**src/rtl/core/oct_pkg.sv**
```systemverilog
// Shared types, codes and constants of the ordered completion throttle.
package oct_pkg;

  localparam int unsigned WINDOW = 16;
  localparam int unsigned TAG_W  = 4;
  localparam int unsigned CODE_W = 13;
  localparam int unsigned CNT_W  = 5;

  typedef logic [TAG_W-1:0]         tag_t;
  typedef logic signed [CODE_W-1:0] code_t;
  typedef logic [CNT_W-1:0]         cnt_t;

  localparam cnt_t  WINDOW_CNT     = cnt_t'(WINDOW);
  localparam cnt_t  MAX_IN_FLIGHT_RST = cnt_t'(16);
  localparam code_t NOT_FOUND_CODE = code_t'(-2);

  typedef enum logic [1:0] {
    REQ_START  = 2'd0,
    REQ_FINISH = 2'd1,
    REQ_END    = 2'd2,
    REQ_NONE   = 2'd3
  } req_e;

  localparam logic [1:0] STATUS_OK   = 2'd0;
  localparam logic [1:0] STATUS_BUSY = 2'd1;
  localparam logic [1:0] STATUS_BAD  = 2'd2;

  localparam logic KIND_STATUS  = 1'b0;
  localparam logic KIND_RELEASE = 1'b1;

  localparam logic REG_MAX_IN_FLIGHT    = 1'b0;
  localparam logic REG_IGNORE_NOT_FOUND = 1'b1;

  typedef enum logic [3:0] {
    S_IDLE  = 4'b0001,
    S_EXEC  = 4'b0010,
    S_EMIT  = 4'b0100,
    S_DRAIN = 4'b1000
  } state_e;

  // Update requests from the sequencer to the window store.
  typedef struct packed {
    logic  open;
    tag_t  open_tag;
    logic  fin;
    tag_t  fin_tag;
    code_t fin_code;
    logic  pop;
    tag_t  head;
  } win_ctrl_t;

  // What the window store reports about the head of the window.
  typedef struct packed {
    logic  head_done;
    logic  next_done;
    code_t head_code;
  } win_stat_t;

endpackage

```
**src/rtl/core/ordered_completion_throttle.sv**
```systemverilog
// Top level: in-order completion buffer with a limit on operations in flight.
//
// Items come in on the req channel (in_valid_i / in_stall_o): a start opens
// the next wrapping tag, a finish marks a tag done with its code, an end
// lowers the in-flight count and latches the first error code.
// Every item gives one status result on the out channel, then the done
// operations at the head of the window are released in tag order, one
// result per transfer; last_o marks the final result of the item.
// An item is accepted in the idle state; the update is made in S_EXEC,
// the status result is loaded in S_EMIT and each release in S_DRAIN.
// The sequencer walks the window head one entry per cycle while the out
// channel does not stall; a stall on the out channel holds the output
// register and the walk. The APB port sets max_in_flight (offset 0) and
// ignore_not_found (offset 4); the user must write it only while the block
// is idle, and the block itself does not enforce this.
// Reset empties the window, clears the counters and the latched error, and
// sets max_in_flight to 16 and ignore_not_found to 0.
module ordered_completion_throttle (
  input  logic               clk_i,
  input  logic               rst_ni,
  input  logic               psel,
  input  logic               penable,
  input  logic               pwrite,
  input  logic [2:0]         paddr,
  input  logic [31:0]        pwdata,
  output logic [31:0]        prdata,
  output logic               pready,
  input  logic               in_valid_i,
  output logic               in_stall_o,
  input  logic [1:0]         req_type_i,
  input  logic [3:0]         tag_i,
  input  logic signed [12:0] ret_code_i,
  output logic               out_valid_o,
  input  logic               out_stall_i,
  output logic               kind_o,
  output logic [3:0]         out_tag_o,
  output logic signed [12:0] out_code_o,
  output logic [1:0]         status_o,
  output logic [4:0]         in_flight_o,
  output logic signed [12:0] first_error_o,
  output logic               all_done_o,
  output logic               last_o
);

  oct_pkg::state_e    state_q, state_d;
  oct_pkg::req_e      req_q;
  oct_pkg::tag_t      tag_q;
  oct_pkg::code_t     code_q;
  oct_pkg::tag_t      next_tag_q, next_tag_d;
  oct_pkg::tag_t      head_tag_q, head_tag_d;
  oct_pkg::cnt_t      in_flight_q, in_flight_d;
  oct_pkg::cnt_t      entry_count_q, entry_count_d;
  oct_pkg::code_t     first_error_q, first_error_d;
  oct_pkg::cnt_t      max_q;
  logic               ign_q;
  logic [1:0]         st_q, st_d;
  oct_pkg::tag_t      otag_q, otag_d;

  logic               out_valid_q;
  logic               kind_q, kind_d;
  oct_pkg::tag_t      out_tag_q, out_tag_d;
  oct_pkg::code_t     out_code_q, out_code_d;
  logic [1:0]         status_q, status_d;
  oct_pkg::cnt_t      out_in_flight_q;
  oct_pkg::code_t     out_error_q;
  logic               last_q, last_d;
  logic               out_load;
  logic               out_free;

  oct_pkg::win_ctrl_t win_ctrl;
  oct_pkg::win_stat_t win_stat;

  logic               in_accept;
  logic               cfg_write;
  logic               busy;
  oct_pkg::tag_t      off;
  logic               unknown_tag;
  logic               latch_ok;
  oct_pkg::cnt_t      count_less;

  oct_window u_window (
    .clk_i  (clk_i),
    .rst_ni (rst_ni),
    .ctrl_i (win_ctrl),
    .stat_o (win_stat)
  );

  // Configuration port.
  assign pready    = 1'b1;
  assign cfg_write = psel && penable && pwrite;

  always_comb begin
    prdata = '0;
    if (paddr[2] == oct_pkg::REG_MAX_IN_FLIGHT) begin
      prdata = {27'd0, max_q};
    end else begin
      prdata = {31'd0, ign_q};
    end
  end

  always_ff @(posedge clk_i or negedge rst_ni) begin
    if (!rst_ni) begin
      max_q <= oct_pkg::MAX_IN_FLIGHT_RST;
      ign_q <= 1'b0;
    end else if (cfg_write) begin
      if (paddr[2] == oct_pkg::REG_MAX_IN_FLIGHT) begin
        max_q <= pwdata[4:0];
      end else begin
        ign_q <= pwdata[0];
      end
    end
  end

  assign in_stall_o = (state_q != oct_pkg::S_IDLE);
  assign in_accept  = in_valid_i && !in_stall_o;
  assign out_free   = !out_valid_q || !out_stall_i;

  // Item checks, evaluated in the update cycle.
  assign busy        = (in_flight_q >= max_q) || (entry_count_q >= oct_pkg::WINDOW_CNT);
  assign off         = tag_q - head_tag_q;
  assign unknown_tag = ({1'b0, off} >= entry_count_q);
  assign latch_ok    = code_q[oct_pkg::CODE_W-1] && (first_error_q == '0) &&
                       ((code_q != oct_pkg::NOT_FOUND_CODE) || !ign_q);
  assign count_less  = entry_count_q - oct_pkg::cnt_t'(1);

  always_comb begin
    state_d       = state_q;
    next_tag_d    = next_tag_q;
    head_tag_d    = head_tag_q;
    in_flight_d   = in_flight_q;
    entry_count_d = entry_count_q;
    first_error_d = first_error_q;
    st_d          = st_q;
    otag_d        = otag_q;
    out_load      = 1'b0;
    kind_d        = oct_pkg::KIND_STATUS;
    out_tag_d     = otag_q;
    out_code_d    = '0;
    status_d      = st_q;
    last_d        = 1'b1;
    win_ctrl          = '0;
    win_ctrl.open_tag = next_tag_q;
    win_ctrl.fin_tag  = tag_q;
    win_ctrl.fin_code = code_q;
    win_ctrl.head     = head_tag_q;

    case (state_q)
      oct_pkg::S_IDLE: begin
        if (in_accept) begin
          state_d = oct_pkg::S_EXEC;
        end
      end
      oct_pkg::S_EXEC: begin
        st_d    = oct_pkg::STATUS_OK;
        otag_d  = '0;
        state_d = oct_pkg::S_EMIT;
        case (req_q)
          oct_pkg::REQ_START: begin
            if (busy) begin
              st_d = oct_pkg::STATUS_BUSY;
            end else begin
              otag_d        = next_tag_q;
              win_ctrl.open = 1'b1;
              next_tag_d    = next_tag_q + oct_pkg::tag_t'(1);
              entry_count_d = entry_count_q + oct_pkg::cnt_t'(1);
              in_flight_d   = in_flight_q + oct_pkg::cnt_t'(1);
            end
          end
          oct_pkg::REQ_FINISH: begin
            if (unknown_tag) begin
              st_d = oct_pkg::STATUS_BAD;
            end else begin
              win_ctrl.fin = 1'b1;
            end
          end
          oct_pkg::REQ_END: begin
            if (in_flight_q == '0) begin
              st_d = oct_pkg::STATUS_BAD;
            end else begin
              if (latch_ok) begin
                first_error_d = code_q;
              end
              in_flight_d = in_flight_q - oct_pkg::cnt_t'(1);
            end
          end
          default: begin
          end
        endcase
      end
      oct_pkg::S_EMIT: begin
        if (out_free) begin
          out_load = 1'b1;
          last_d   = (entry_count_q == '0) || !win_stat.head_done;
          state_d  = last_d ? oct_pkg::S_IDLE : oct_pkg::S_DRAIN;
        end
      end
      oct_pkg::S_DRAIN: begin
        if (out_free) begin
          out_load      = 1'b1;
          kind_d        = oct_pkg::KIND_RELEASE;
          out_tag_d     = head_tag_q;
          out_code_d    = win_stat.head_code;
          status_d      = oct_pkg::STATUS_OK;
          // The walk ends when the window empties or the next entry is open.
          last_d        = (count_less == '0) || !win_stat.next_done;
          win_ctrl.pop  = 1'b1;
          head_tag_d    = head_tag_q + oct_pkg::tag_t'(1);
          entry_count_d = count_less;
          state_d       = last_d ? oct_pkg::S_IDLE : oct_pkg::S_DRAIN;
        end
      end
      default: begin
        state_d = oct_pkg::S_IDLE;
      end
    endcase
  end

  always_ff @(posedge clk_i or negedge rst_ni) begin
    if (!rst_ni) begin
      state_q       <= oct_pkg::S_IDLE;
      next_tag_q    <= '0;
      head_tag_q    <= '0;
      in_flight_q   <= '0;
      entry_count_q <= '0;
      first_error_q <= '0;
      st_q          <= oct_pkg::STATUS_OK;
      otag_q        <= '0;
      out_valid_q   <= 1'b0;
    end else begin
      state_q       <= state_d;
      next_tag_q    <= next_tag_d;
      head_tag_q    <= head_tag_d;
      in_flight_q   <= in_flight_d;
      entry_count_q <= entry_count_d;
      first_error_q <= first_error_d;
      st_q          <= st_d;
      otag_q        <= otag_d;
      if (out_load) begin
        out_valid_q <= 1'b1;
      end else if (!out_stall_i) begin
        out_valid_q <= 1'b0;
      end
    end
  end

  always_ff @(posedge clk_i) begin
    if (in_accept) begin
      req_q  <= oct_pkg::req_e'(req_type_i);
      tag_q  <= tag_i;
      code_q <= ret_code_i;
    end
    if (out_load) begin
      kind_q          <= kind_d;
      out_tag_q       <= out_tag_d;
      out_code_q      <= out_code_d;
      status_q        <= status_d;
      out_in_flight_q <= in_flight_q;
      out_error_q     <= first_error_q;
      last_q          <= last_d;
    end
  end

  assign out_valid_o   = out_valid_q;
  assign kind_o        = kind_q;
  assign out_tag_o     = out_tag_q;
  assign out_code_o    = out_code_q;
  assign status_o      = status_q;
  assign in_flight_o   = out_in_flight_q;
  assign first_error_o = out_error_q;
  assign all_done_o    = (out_in_flight_q == '0);
  assign last_o        = last_q;

  // The open entries always span exactly the tags from head to next.
  assert property (@(posedge clk_i) disable iff (!rst_ni)
    entry_count_q[3:0] == (next_tag_q - head_tag_q))
    else $error("window count disagrees with head and next tags");

  // The window never holds more entries than its size.
  assert property (@(posedge clk_i) disable iff (!rst_ni)
    entry_count_q <= oct_pkg::WINDOW_CNT)
    else $error("entry count above window size");

  // A release only takes a done head entry from a non-empty window.
  assert property (@(posedge clk_i) disable iff (!rst_ni)
    (state_q == oct_pkg::S_DRAIN && out_free) |->
      (win_stat.head_done && entry_count_q != '0))
    else $error("release of an entry that is not done");

  // Once an error is latched it is never replaced.
  assert property (@(posedge clk_i) disable iff (!rst_ni)
    (first_error_q != '0) |=> $stable(first_error_q))
    else $error("latched error changed");

endmodule

```
**src/rtl/core/oct_window.sv**
```systemverilog
// Window store: done flags and result codes of the open operations.
module oct_window (
  input  logic              clk_i,
  input  logic              rst_ni,
  input  oct_pkg::win_ctrl_t ctrl_i,
  output oct_pkg::win_stat_t stat_o
);

  logic [oct_pkg::WINDOW-1:0] done_q;
  oct_pkg::code_t             code_q [oct_pkg::WINDOW];
  oct_pkg::tag_t              next_head;

  assign next_head = ctrl_i.head + oct_pkg::tag_t'(1);

  always_ff @(posedge clk_i or negedge rst_ni) begin
    if (!rst_ni) begin
      done_q <= '0;
    end else begin
      if (ctrl_i.open) begin
        done_q[ctrl_i.open_tag] <= 1'b0;
      end
      if (ctrl_i.fin) begin
        done_q[ctrl_i.fin_tag] <= 1'b1;
      end
      if (ctrl_i.pop) begin
        done_q[ctrl_i.head] <= 1'b0;
      end
    end
  end

  always_ff @(posedge clk_i) begin
    if (ctrl_i.fin) begin
      code_q[ctrl_i.fin_tag] <= ctrl_i.fin_code;
    end
  end

  assign stat_o.head_done = done_q[ctrl_i.head];
  assign stat_o.next_done = done_q[next_head];
  assign stat_o.head_code = code_q[ctrl_i.head];

endmodule

```
**config.mk**
```make
export PLATFORM = sky130hd
export DESIGN_NAME = ordered_completion_throttle
export DESIGN_NICKNAME = d
export VERILOG_FILES = /design/src/rtl/core/oct_pkg.sv /design/src/rtl/core/ordered_completion_throttle.sv /design/src/rtl/core/oct_window.sv
export SDC_FILE = /design/constraint.sdc
export NUM_CORES = 1
export LEC_CHECK = 0
export BUFFER_PORTS_ARGS = -buffer_cell sky130_fd_sc_hd__buf_2
export CAP_MARGIN = 40
export CORE_MARGIN = 3
export CORE_UTILIZATION = 35
export DETAILED_ROUTE_END_ITERATION = 10
export PLACE_DENSITY_LB_ADDON = 0.05
export SLEW_MARGIN = 20
export SYNTH_ARGS = -nofsm -noshare
export SYNTH_HDL_FRONTEND = slang
export SYNTH_SLANG_ARGS = --single-unit
```
**constraint.sdc**
```tcl
create_clock -name clk_i -period 5.6 [get_ports clk_i]
set_clock_uncertainty 0.1 [all_clocks]
set_input_delay 0.56 -clock clk_i [delete_from_list [all_inputs] [get_ports clk_i]]
set_output_delay 0.56 -clock clk_i [all_outputs]
set_load 0.05 [all_outputs]
```
### Word level (Yosys, flattened, before mapping)

Memory sizes are Yosys's and may differ from the RTL's. A register that Yosys moved wholly into a read port is not among the register bits.
Index checks and enable logic that the tools add are counted.

* flip-flop bits (word level): 109
* bits in latches: 0
* memory bits (read-only): 0
* output and inout bits: 75
* bits in writable memories: 208
* memories kept: 1

* equality and inequality tests: 16
* mux-type cells: 53
* div/mod/pow operators: 0
* $mul: 0
* reduce and logical (&&, ||, !) cells: 37
* $lt $le $gt $ge: 10
* add/sub/neg operators: 7
* shift operators: 0
* bitwise logic cells: 8

Memory list
* u_window.code_q: depth 16, width 13, read ports 1, clocked after memory_dff 1, wr ports 1, line oct_window.sv:10 `oct_pkg::code_t code_q [oct_pkg::WINDOW];`

Operator list (count)
* $mux 16: 3
* $mux 4: 9
* $and 16x16->16: 2
* $not 16->16: 2
* $mux 5: 6
* $mux 1: 21
* $logic_not 5->1: 4
* $lt 4x5->1 const B: 4
* $pmux 5 s2: 2
* $or 16x16->16: 1
* $pmux 4 s4: 1
* $logic_not 13->1: 1
* $ne 13x2->1 const B: 1
* $demux 1 s4: 3
* $ge 4x1->1 const B: 3
* $ne 2x2->1 const B: 6
* $reduce_and 4->1: 3
* $add 5x1->5 const B: 2
* $sub 5x1->5 const B: 2
* $add 4x1->4 const B: 2
* $bmux 1 s4: 2
* $logic_and 1x1->1: 8
* $mux 2: 4
* $logic_not 1->1: 7
* other kinds (21): 32

### Depth between registers and ports, before layout

Gate-level depths: netlist (run 1).

* depth in word-level cells: 11
* mapped depth: 12
* gate-level depth less buffers: 12

### Hierarchy

A second synthesis (run 1) with hierarchy kept.

* cells, all modules: 813
* area total of the unflattened synthesis: 13773.2 um2

Modules (own cells, without submodules)
* oct_window: sequential area each 6646.4 um2, area an instance 8992.4 um2, times used 1, cells an instance 446
* ordered_completion_throttle: sequential area each 2945.3 um2, area an instance 4780.8 um2, times used 1, cells an instance 367

### Worst setup path before layout (run 1)

OpenSTA, ideal clock, no wires.

* path kind: register -> register
* start point: register head_tag_q[2]
* end point: memory u_window.code_q[5][0] in the netlist's numbering, enable pin
* slack: 1.436 ns
* data required time: 5.098 ns
* arrival: 3.662 ns
* library setup time: 0.402 ns
* cell stages (with the launch flop): 12
* cell sequence: dfrtp_1 > buf_2 > clkinv_1 > buf_1 > ha_1 > a21oi_1 > xnor2_1 > ha_1 > a211oi_1 > and3_1 > o31ai_1 > nor3_1

* cells in the longest elaborated chain, start to end: 7

Ends and longest elaborated chain
* from (decl): line ordered_completion_throttle.sv:50 `oct_pkg::tag_t head_tag_q, head_tag_d;`
* from (signal assigned): line ordered_completion_throttle.sv:232 `head_tag_q <= head_tag_d;`
* $sub 4x4->4: line ordered_completion_throttle.sv:120 `assign off = tag_q - head_tag_q;`
* $ge 4x5->1: line ordered_completion_throttle.sv:121 `assign unknown_tag = ({1'b0, off} >= entry_count_q);`
* $mux 1: line ordered_completion_throttle.sv:170 `if (unknown_tag) begin`
* $mux 1: line ordered_completion_throttle.sv:157 `case (req_q)`
* $mux 1: line ordered_completion_throttle.sv:147 `case (state_q)`
* $mux 1: line oct_window.sv:32 `if (ctrl_i.fin) begin`
* $mux 1 (implied by the code): line oct_window.sv:33 `code_q[ctrl_i.fin_tag] <= ctrl_i.fin_code;`
* to (decl): line oct_window.sv:10

No other way between the ends.

### Worst setup path after layout (run 1)

* start point: register head_tag_q[2]
* end point: memory u_window.code_q[10][7] in the netlist's numbering, enable pin

The elaborated chain is that of the path after synthesis.

==> results.yml, run 1 <==
critical_path:
  critical-path-max-stage-delay_ps: 650
  path_depth: 11
  crit_path_start_kind: "flip-flop"
  cp.arrival_ps: 4200
  r2r_setup_slack_ps: 1450
  worstSetupPathType: "flip-flop to flip-flop"
  reg2reg_depth: 11
  path_delay_family: "compound AO/OA/AOI/OAI gates"
  crit_buf_inv: 3
  crit_start: "head_tag_q[2]"
  path_cells: "clkinv_1 > buf_4 > ha_1 > a21oi_1 > xnor2_1 > ha_1 > a211oi_1 > nand2_1 > a31oi_1 > nand3_1 > inv_1"
  required_ps: 5650
  crit_path_end_kind: "flip-flop"
  slowest_stage: "dfrtp_1"
  path_common_cell: "ha_1"
  cp_max_fo: 15
  r2r_start: "head_tag_q[2]"
clock_tree:
  post_cts_buffers: 0
  numCtsBuffers: 37
  tritoncts: "yes"
  cts_sinks: 330
  clk_latency_ps: 520
  clk_pin_slew_ps: 60
  root_buffer: "clkbuf_16"
  h-tree-depth: 2
  clk_path_buf_depth: 3
floorplanning:
  io_pins: 136
  die_area_um2: 41900
  core_um2: 38800
  die_h_um: 205
  fp-row-count: 72
  die_x_um: 205
  start_util: 0.356
global_route:
  grt_pass1_wl_um: 51200
  grt_max_degree: 46
  antenna_found_initial: 0
  grt_pass1_vias: 7796
  grtUsageTotal: 0.166
  grt_remaining_overflow: 0
power:
  p_sw_w: 0.00216
  seqPwrFrac: 0.447
  p_per_area_nw_per_um2: 447
  power_w: 0.00723
  pwr-share-clk: 0.322
  switching_share: 0.299
  power.internal_w: 0.00506
  p_comb_frac: 0.231
  ir_worst_vdd_mv: 0.250
  power_leakage_nw: 5.99
layout:
  area_growth_pct: 17.0
  layout_commonest_cell: "edfxtp_1"
  drive_above_1_share: 0.269
  final_cell_mix: "edfxtp_1, buf_2, mux4_2"
  nNetsFinal: 1000
  fin_util: 0.416
  fin_area_um2: 16200
  antenna_cells: 0
timing:
  fin_crit_sh: 0.740
  finalMaxSlewViolations: 0
  min_period_ps: 4150
  tightestPinTransition_ps: 815
  rsz0062_at_grt: "no"
  hold-worst-slack_ps: 111
  maxSlewHeadroom: 0.456
  setup_tns_ps: 0
  setup_violations: 0
  fmax_mhz: 241
  final_hold_viol_count: 0
yosys:
  synth-warning-count: 0
  synth_cell_types: 63
  synth.cell_area_um2: 13800
  ys_seq_elements: 330
  synth_top_cell_area_share: 0.579
  ys_async_sr_fraction: 0.194
  synthTopCellsByArea: "edfxtp_1, mux4_2, dfrtp_1"
  avgSynthCellArea_um2: 17.4
  syn_inst: 795
  synth_ff_type: "edfxtp_1"
  synth.largest_area_cell: "edfxtp_1"
  yosysSeqAreaShare: 0.695
  synth_enable_flop_cells: 266
placement:
  io_buffers: 78
  gp_congestion: 0.872
  placed_area_um2: 15000
  dpl.hpwl_um: 23200
route:
  drt_first_iter_violations: 590
  vias: 7377
  wire_per_inst_um: 23.5
  antenna_left: 0
  drtPass1Iterations: 5
  drc: 0
  wirelength_um: 34200
  via_per_inst: 5.07
min_path:
  min_path_type: "input port to flip-flop"
  hold_path_depth: 1
  min_from: "ret_code_i[9]"
status:
  status: "finished clean"
flow_run:
  maxCapViolations: 0
## cell usage after synthesis, types with 4 or more instances
| library cell | count |
|---|---|
| dfrtp_1 | 62 |
| clkbuf_1 | 15 |
| mux4_2 | 71 |
| mux2i_1 | 5 |
| edfxtp_1 | 266 |
| inv_1 | 39 |
| a22oi_1 | 14 |
| nor2b_1 | 5 |
| nor4_1 | 5 |
| a21oi_1 | 10 |
| nor3_1 | 8 |
| buf_4 | 28 |
| o21ai_0 | 27 |
| nand3_1 | 9 |
| mux2_2 | 12 |
| buf_2 | 8 |
| a22o_1 | 4 |
| nand2_1 | 37 |
| and2_1 | 16 |
| a21o_1 | 17 |
| xnor2_1 | 19 |
| nand2b_1 | 9 |
| nor2_1 | 20 |
| o2111ai_1 | 5 |
| ha_1 | 26 |
## what timing repair did
action / 4_1_cts / 5_1_grt
hold buffers: 1 / 0
endpoints found under the setup margin: 0 / 0
hold endpoints to repair: 18 / 0
resized for setup: 0 / 0
## worst paths after layout
| check | end |
|---|---|
| hold reg to reg | first_error_o[12] |
| min in group asynchronous | head_tag_q[3] |
| max in group asynchronous | max_q[4] |
| setup / recovery | u_window.code_q[10][7] |
| hold / removal | code_q[9] |
| setup reg to reg | u_window.code_q[10][7] |
## layout make-up
class | instances | area (um^2)
fillers | 3475 | 22700
flip-flops and latches | 330 | 9600
multi-input cells | 397 | 3870
clock buffers | 50 | 1040
repair buffers | 105 | 724
well taps | 518 | 648
inverters | 40 | 150
clock inverters | 16 | 134
## per-stage QoR
| step | std cells | setup WS (ps) |
|---|---|---|
| after floorplan | 821 | 1440 |
| after global placement | 1373 | 1340 |
| after detailed placement | 1387 | 1450 |
| after CTS | 1454 | 1410 |
| after global routing | 1456 | 1100 |
| final | 1456 | 1450 |
## flip-flops by register name, summed over array words and instances (netlist names), 5 cells and up
register and cells:
in_flight_q 5, entry_count_q 5, code_q 13, first_error_o 13, u_window.done_q 16, max_q 5, in_flight_o 5, u_window.code_q 208
out_code_o 13, first_error_q 13
## logic make-up after synthesis
logic type                 Yosys count  share of synthesized area
other                                2                   0.000544
AOI/OAI and AO/OA                  102                     0.0518
buffers and inverters               94                     0.0339
DFF                                330                      0.695
xor gates and xnor gates            21                     0.0133
and+or+nand+nor                    130                     0.0499
muxes                               88                      0.129
adders and majority gates           28                     0.0265
## per-layer routing
metal | GRT usage | up-vias | share of wire | wire length (um)
met5 | 0 | - | 0 | 0
li1 | - | 3287 | - | -
met1 | 0.232 | 3886 | 0.45 | 15300
met4 | 0.0406 | 0 | 0.019 | 635
met2 | 0.269 | 155 | 0.49 | 16900
met3 | 0.0310 | 49 | 0.040 | 1380
## power by group through the flow
stage	Clock, W	Sequential, W	Combinational (W)
6_report	0.00233	0.00323	0.00167
4_1_cts	0.00240	0.00324	0.00169
5_1_grt	0.00250	0.00327	0.00182
2_1_floorplan	0	0.00319	0.00124
3_5_place_dp	0	0.00329	0.00169
3_3_place_gp	0	0.00327	0.00164
Power figures use the tool's default switching activity.
==> run 2: changes to the inputs <==
Clock period 5.6 ns to 3.99 ns, I/O delays scaled along.
==> run 2 against run 1 <==
Sequential share of layout area is 1.0 points lower; sequential cell count stayed put; critical path depth stayed put; register-to-register slack worse by 970 ps; final cell count is 2.6% higher; maximum frequency is 18% higher; wire length is 1.9% higher; critical path type unchanged.
==> results.yml, run 2 (synthesis results as in run 1) <==
timing:
  setup_tns_ps: 0
  rsz0062_at_grt: "no"
  setup_violations: 0
  fmax_mhz: 285
  finalMaxSlewViolations: 0
  min_period_ps: 3510
  final_hold_viol_count: 0
  maxSlewHeadroom: 0.445
  setup_ws_ps: 485
  tightestPinTransition_ps: 826
  fin_crit_sh: 0.878
status:
  status: "finished clean"
critical_path:
  crit_start: "tag_q[1]"
  crit_path_start_kind: "flip-flop"
  worstSetupPathType: "flip-flop to flip-flop"
  critical-path-max-stage-delay_ps: 550
  slowest_stage: "edfxtp_1"
  required_ps: 4080
  cp.arrival_ps: 3600
  r2r_start: "tag_q[1]"
  crit_buf_inv: 2
  crit_path_end_kind: "flip-flop"
  path_common_cell: "ha_1"
  path_delay_family: "compound AO/OA/AOI/OAI gates"
  path_cells: "ha_1 > a21o_1 > a21oi_1 > xnor2_1 > ha_1 > a211oi_1 > nand3b_1 > a31oi_1 > nand3_1 > inv_1 > buf_4"
  cp_max_fo: 13
layout:
  final_cell_mix: "edfxtp_1, buf_2, mux4_2"
  regMostFlops: "u_window.code_q"
  reg.largest.list: "u_window.code_q x208, u_window.done_q x16"
  largest_reg_flops: 208
  nNetsFinal: 1038
  fin_area_um2: 16400
  area_growth_pct: 19.1
  drive_above_1_share: 0.276
  layout_commonest_cell: "edfxtp_1"
  antenna_cells: 0
route:
  vias: 7579
  drt_first_iter_violations: 470
  drtPass1Iterations: 5
  antenna_left: 0
  wire_per_inst_um: 23.3
  drc: 0
  via_per_inst: 5.07
  wirelength_um: 34800
floorplanning:
  fp-row-count: 72
  die_area_um2: 41900
  core_um2: 38800
  die_x_um: 205
  die_h_um: 205
  start_util: 0.356
  io_pins: 136
global_route:
  grt_pass1_wl_um: 52300
  antenna_found_initial: 1
  grt_remaining_overflow: 0
  grt_pass1_vias: 8027
  grtUsageTotal: 0.169
  grt_max_degree: 68
min_path:
  min_path_type: "input port to flip-flop"
  min_from: "in_valid_i"
power:
  p_comb_frac: 0.240
  p_sw_w: 0.00307
  pwr-share-clk: 0.324
  seqPwrFrac: 0.435
  switching_share: 0.299
  power.internal_w: 0.00720
  p_per_area_nw_per_um2: 624
  power_leakage_nw: 6.15
  ir_worst_vdd_mv: 0.293
clock_tree:
  clk_pin_slew_ps: 60
  h-tree-depth: 2
  numCtsBuffers: 39
  tritoncts: "yes"
  clk_latency_ps: 520
  root_buffer: "clkbuf_16"
  cts_sinks: 330
  post_cts_resized: 0
  clk_path_buf_depth: 3
flow_run:
  maxCapViolations: 0
placement:
  dpl.hpwl_um: 22600
  io_buffers: 78
  placed_area_um2: 15000
  gp_congestion: 0.842
  dp_slack_ps: 487
run 2: changes by cell type in the layout (fill, tap and decap cells not counted), sizes merged:
cell	delta
inv	+1
clkinv	-5
dlygate4sd3	+22
clkbuf	+5
buf	+15
run 2: final timing paths:
check                                    endpoint  slack, ps  cells past startpoint
setup reg to reg           u_window.code_q[11][9]        480                     11
hold reg to reg                  first_error_o[1]        380                      0
max in group asynchronous                max_q[4]       2410                      3
hold / removal                         state_q[1]         30                      3
min in group asynchronous           next_tag_q[1]        370                      2
setup / recovery           u_window.code_q[11][9]        480                     11
run 2: layer usage:
metal | track usage | vias up | share of wire
met1 | 0.234 | 3976 | 0.44
met2 | 0.280 | 193 | 0.50
li1 | - | 3361 | -
met3 | 0.0289 | 49 | 0.042
met5 | 0 | - | 0
met4 | 0.0386 | 0 | 0.017
run 2: power groups by stage:
stage               sequential [W]  clock [W]  combinational (W)
detailed placement         0.00454          0            0.00248
global placement           0.00452          0            0.00243
floorplan                  0.00448          0            0.00175
finish                     0.00447    0.00333            0.00247
CTS                        0.00447    0.00344            0.00251
global route               0.00452    0.00358            0.00271
run 2: area by class of cell:
type	count	area, um^2
flip-flops and latches	330	9600
fillers	3451	22400
inverters	40	150
well taps	518	648
multi-input cells	397	3870
clock buffers	56	1080
clock inverters	12	114
repair buffers	141	986
run 2: tightest hold or removal path: cells and delay by family:
kind | cells | cell delay, ps
buffers and inverters | 2 | 160
and+or+nand+nor | 1 | 50
run 2: timing repair:
item                       in CTS  in global routing
setup endpoints to repair       0                  0
setup buffers                   0                  0
hold endpoints to repair       50                  0
hold buffers                   23                  0
run 2: per-stage QoR:
step                utilization  cells  hold WS [ps]  power (W)
finish                    0.423   1494          34.8     0.0103
global route              0.423   1494          18.5     0.0108
CTS                       0.423   1494          2.73     0.0104
detailed placement        0.387   1403           366    0.00702
global placement          0.385   1401           364    0.00695
floorplan                     -    821          3.41    0.00623
==> run 3: changes to the inputs <==
Settings changed: CORE_ASPECT_RATIO set to 0.6.
==> run 3 against run 2 <==
Hold slack worse by 11 ps; global-route usage fell by 0.40 points; clock-buffer cell count down 13; register-to-register slack got worse by 180 ps; worst setup slack worse by 180 ps; combinational power is 2% higher; final cell count fell by 0.87%; utilization increased by 0.43 points; maximum frequency is 4.9% lower; via count decreased by 0.20%; clock power is 3% lower; first-iteration DRC count rose by 49%; critical endpoint is now u_window.code_q[1][0]; largest cell class unchanged; largest power group unchanged.
==> results.yml, run 3 (synthesis results as in run 1) <==
critical_path:
  required_ps: 4080
  crit_path_end_kind: "flip-flop"
  crit_path_start_kind: "flip-flop"
  cp.arrival_ps: 3770
  worstSetupPathType: "flip-flop to flip-flop"
  cp_max_fo: 13
route:
  drt_first_iter_violations: 701
  route.met2.wl_um: 14400
  vias: 7564
  drtPass1Iterations: 5
  via_per_inst: 5.11
  wl_met1_um: 17600
  wirelength_um: 34700
  wl_met3_um: 2210
  wire_per_inst_um: 23.4
  drc: 0
  routed.top_layer: "met4"
  antenna_left: 0
power:
  p_comb_frac: 0.246
  switching_share: 0.309
  ir_worst_vdd_mv: 0.300
  p_per_area_nw_per_um2: 626
  p_sw_w: 0.00316
  power.internal_w: 0.00708
  power_leakage_nw: 6.10
  pwr-share-clk: 0.315
  seqPwrFrac: 0.439
clock_tree:
  clk_latency_ps: 530
  cts_sinks: 330
  tritoncts: "yes"
  post_cts_resized: 0
  numCtsBuffers: 35
  clk_pin_slew_ps: 60
  clk_path_buf_depth: 3
  root_buffer: "clkbuf_16"
  h-tree-depth: 2
floorplanning:
  die_h_um: 160
  start_util: 0.361
  fp-row-count: 55
  die_area_um2: 41900
  core_um2: 38300
  die_x_um: 262
  io_pins: 136
global_route:
  grtUsageTotal: 0.165
  grt_pass1_vias: 7641
  grt_pass1_wl_um: 51100
  antenna_found_initial: 2
  grt_max_degree: 68
  grt_remaining_overflow: 0
layout:
  final_cell_mix: "edfxtp_1, buf_2, mux4_2"
  fin_area_um2: 16400
  regMostFlops: "u_window.code_q"
  reg.largest.list: "u_window.code_q x208, u_window.done_q x16"
  drive_above_1_share: 0.273
  nNetsFinal: 1029
  area_growth_pct: 18.6
  layout_commonest_cell: "edfxtp_1"
  largest_reg_flops: 208
placement:
  placed_area_um2: 15000
  dpl.hpwl_um: 22900
  io_buffers: 78
  gp_congestion: 0.814
flow_run:
  maxCapViolations: 0
timing:
  finalMaxSlewViolations: 0
  fmax_mhz: 271
  fin_crit_sh: 0.924
  setup_tns_ps: 0
  final_hold_viol_count: 0
  maxSlewHeadroom: 0.405
  rsz0062_at_grt: "no"
  min_period_ps: 3680
  setup_violations: 0
  tightestPinTransition_ps: 882
min_path:
  min_path_type: "input port to flip-flop"
status:
  status: "finished clean"
==> run 3: worst paths after layout <==
check / start / end / slack [ps] / depth (start not counted)
min reg2reg: st_q[0] / st_q[0] / 390 / 2
max: tag_q[1] / u_window.code_q[1][0] / 310 / 11
min: in_valid_i / state_q[1] / 20 / 3
min in group asynchronous: rst_ni / next_tag_q[2] / 350 / 2
max reg2reg: tag_q[1] / u_window.code_q[1][0] / 310 / 11
max in group asynchronous: rst_ni / first_error_q[2] / 2700 / 3
==> run 3: final cells by class <==
class	count	area, um^2
diodes	4	10.0
clock buffers	43	947
clock inverters	18	179
fillers	3406	21900
inverters	40	150
multi-input cells	397	3870
flip-flops and latches	330	9600
well taps	513	642
repair buffers	136	973
==> run 3: metal layers <==
layer / track usage / up-vias
met5: 0 / -
met4: 0.0330 / 0
met3: 0.0393 / 42
met2: 0.230 / 232
met1: 0.261 / 3938
li1: - / 3352
==> run 3: worst max-delay path, stage by stage (launching register included) <==
cell,delay [ps]
edfxtp_1,580
ha_1,360
a21o_1,170
a21oi_1,180
xnor2_1,100
ha_1,200
a211oi_1,420
nand3b_1,140
a31oi_1,510
nand2_1,180
inv_1,90
buf_4,310
==> run 3: what timing repair did <==
action	in CTS	in global routing
hold endpoints to repair	66	0
hold buffers	22	0
buffers inserted	0	0
==> run 3: stage by stage <==
stage / power (W) / cells / utilization / hold WS [ps] / worst slack [ps]
floorplan: 0.00623 / 821 / - / 3.41 / 204
global route: 0.0107 / 1477 / 0.427 / 11.6 / 142
detailed placement: 0.00708 / 1393 / 0.392 / 377 / 435
finish: 0.0102 / 1481 / 0.428 / 24.2 / 305
CTS: 0.0104 / 1476 / 0.427 / 1.20 / 421
global placement: 0.00700 / 1392 / 0.391 / 378 / 484
==> run 3: power groups by stage <==
stage	logic, W	clock network, W	registers, W
after global placement	0.00246	0	0.00454
final	0.00252	0.00322	0.00450
after floorplan	0.00175	0	0.00448
after CTS	0.00254	0.00332	0.00450
after global routing	0.00273	0.00347	0.00454
after detailed placement	0.00252	0	0.00456
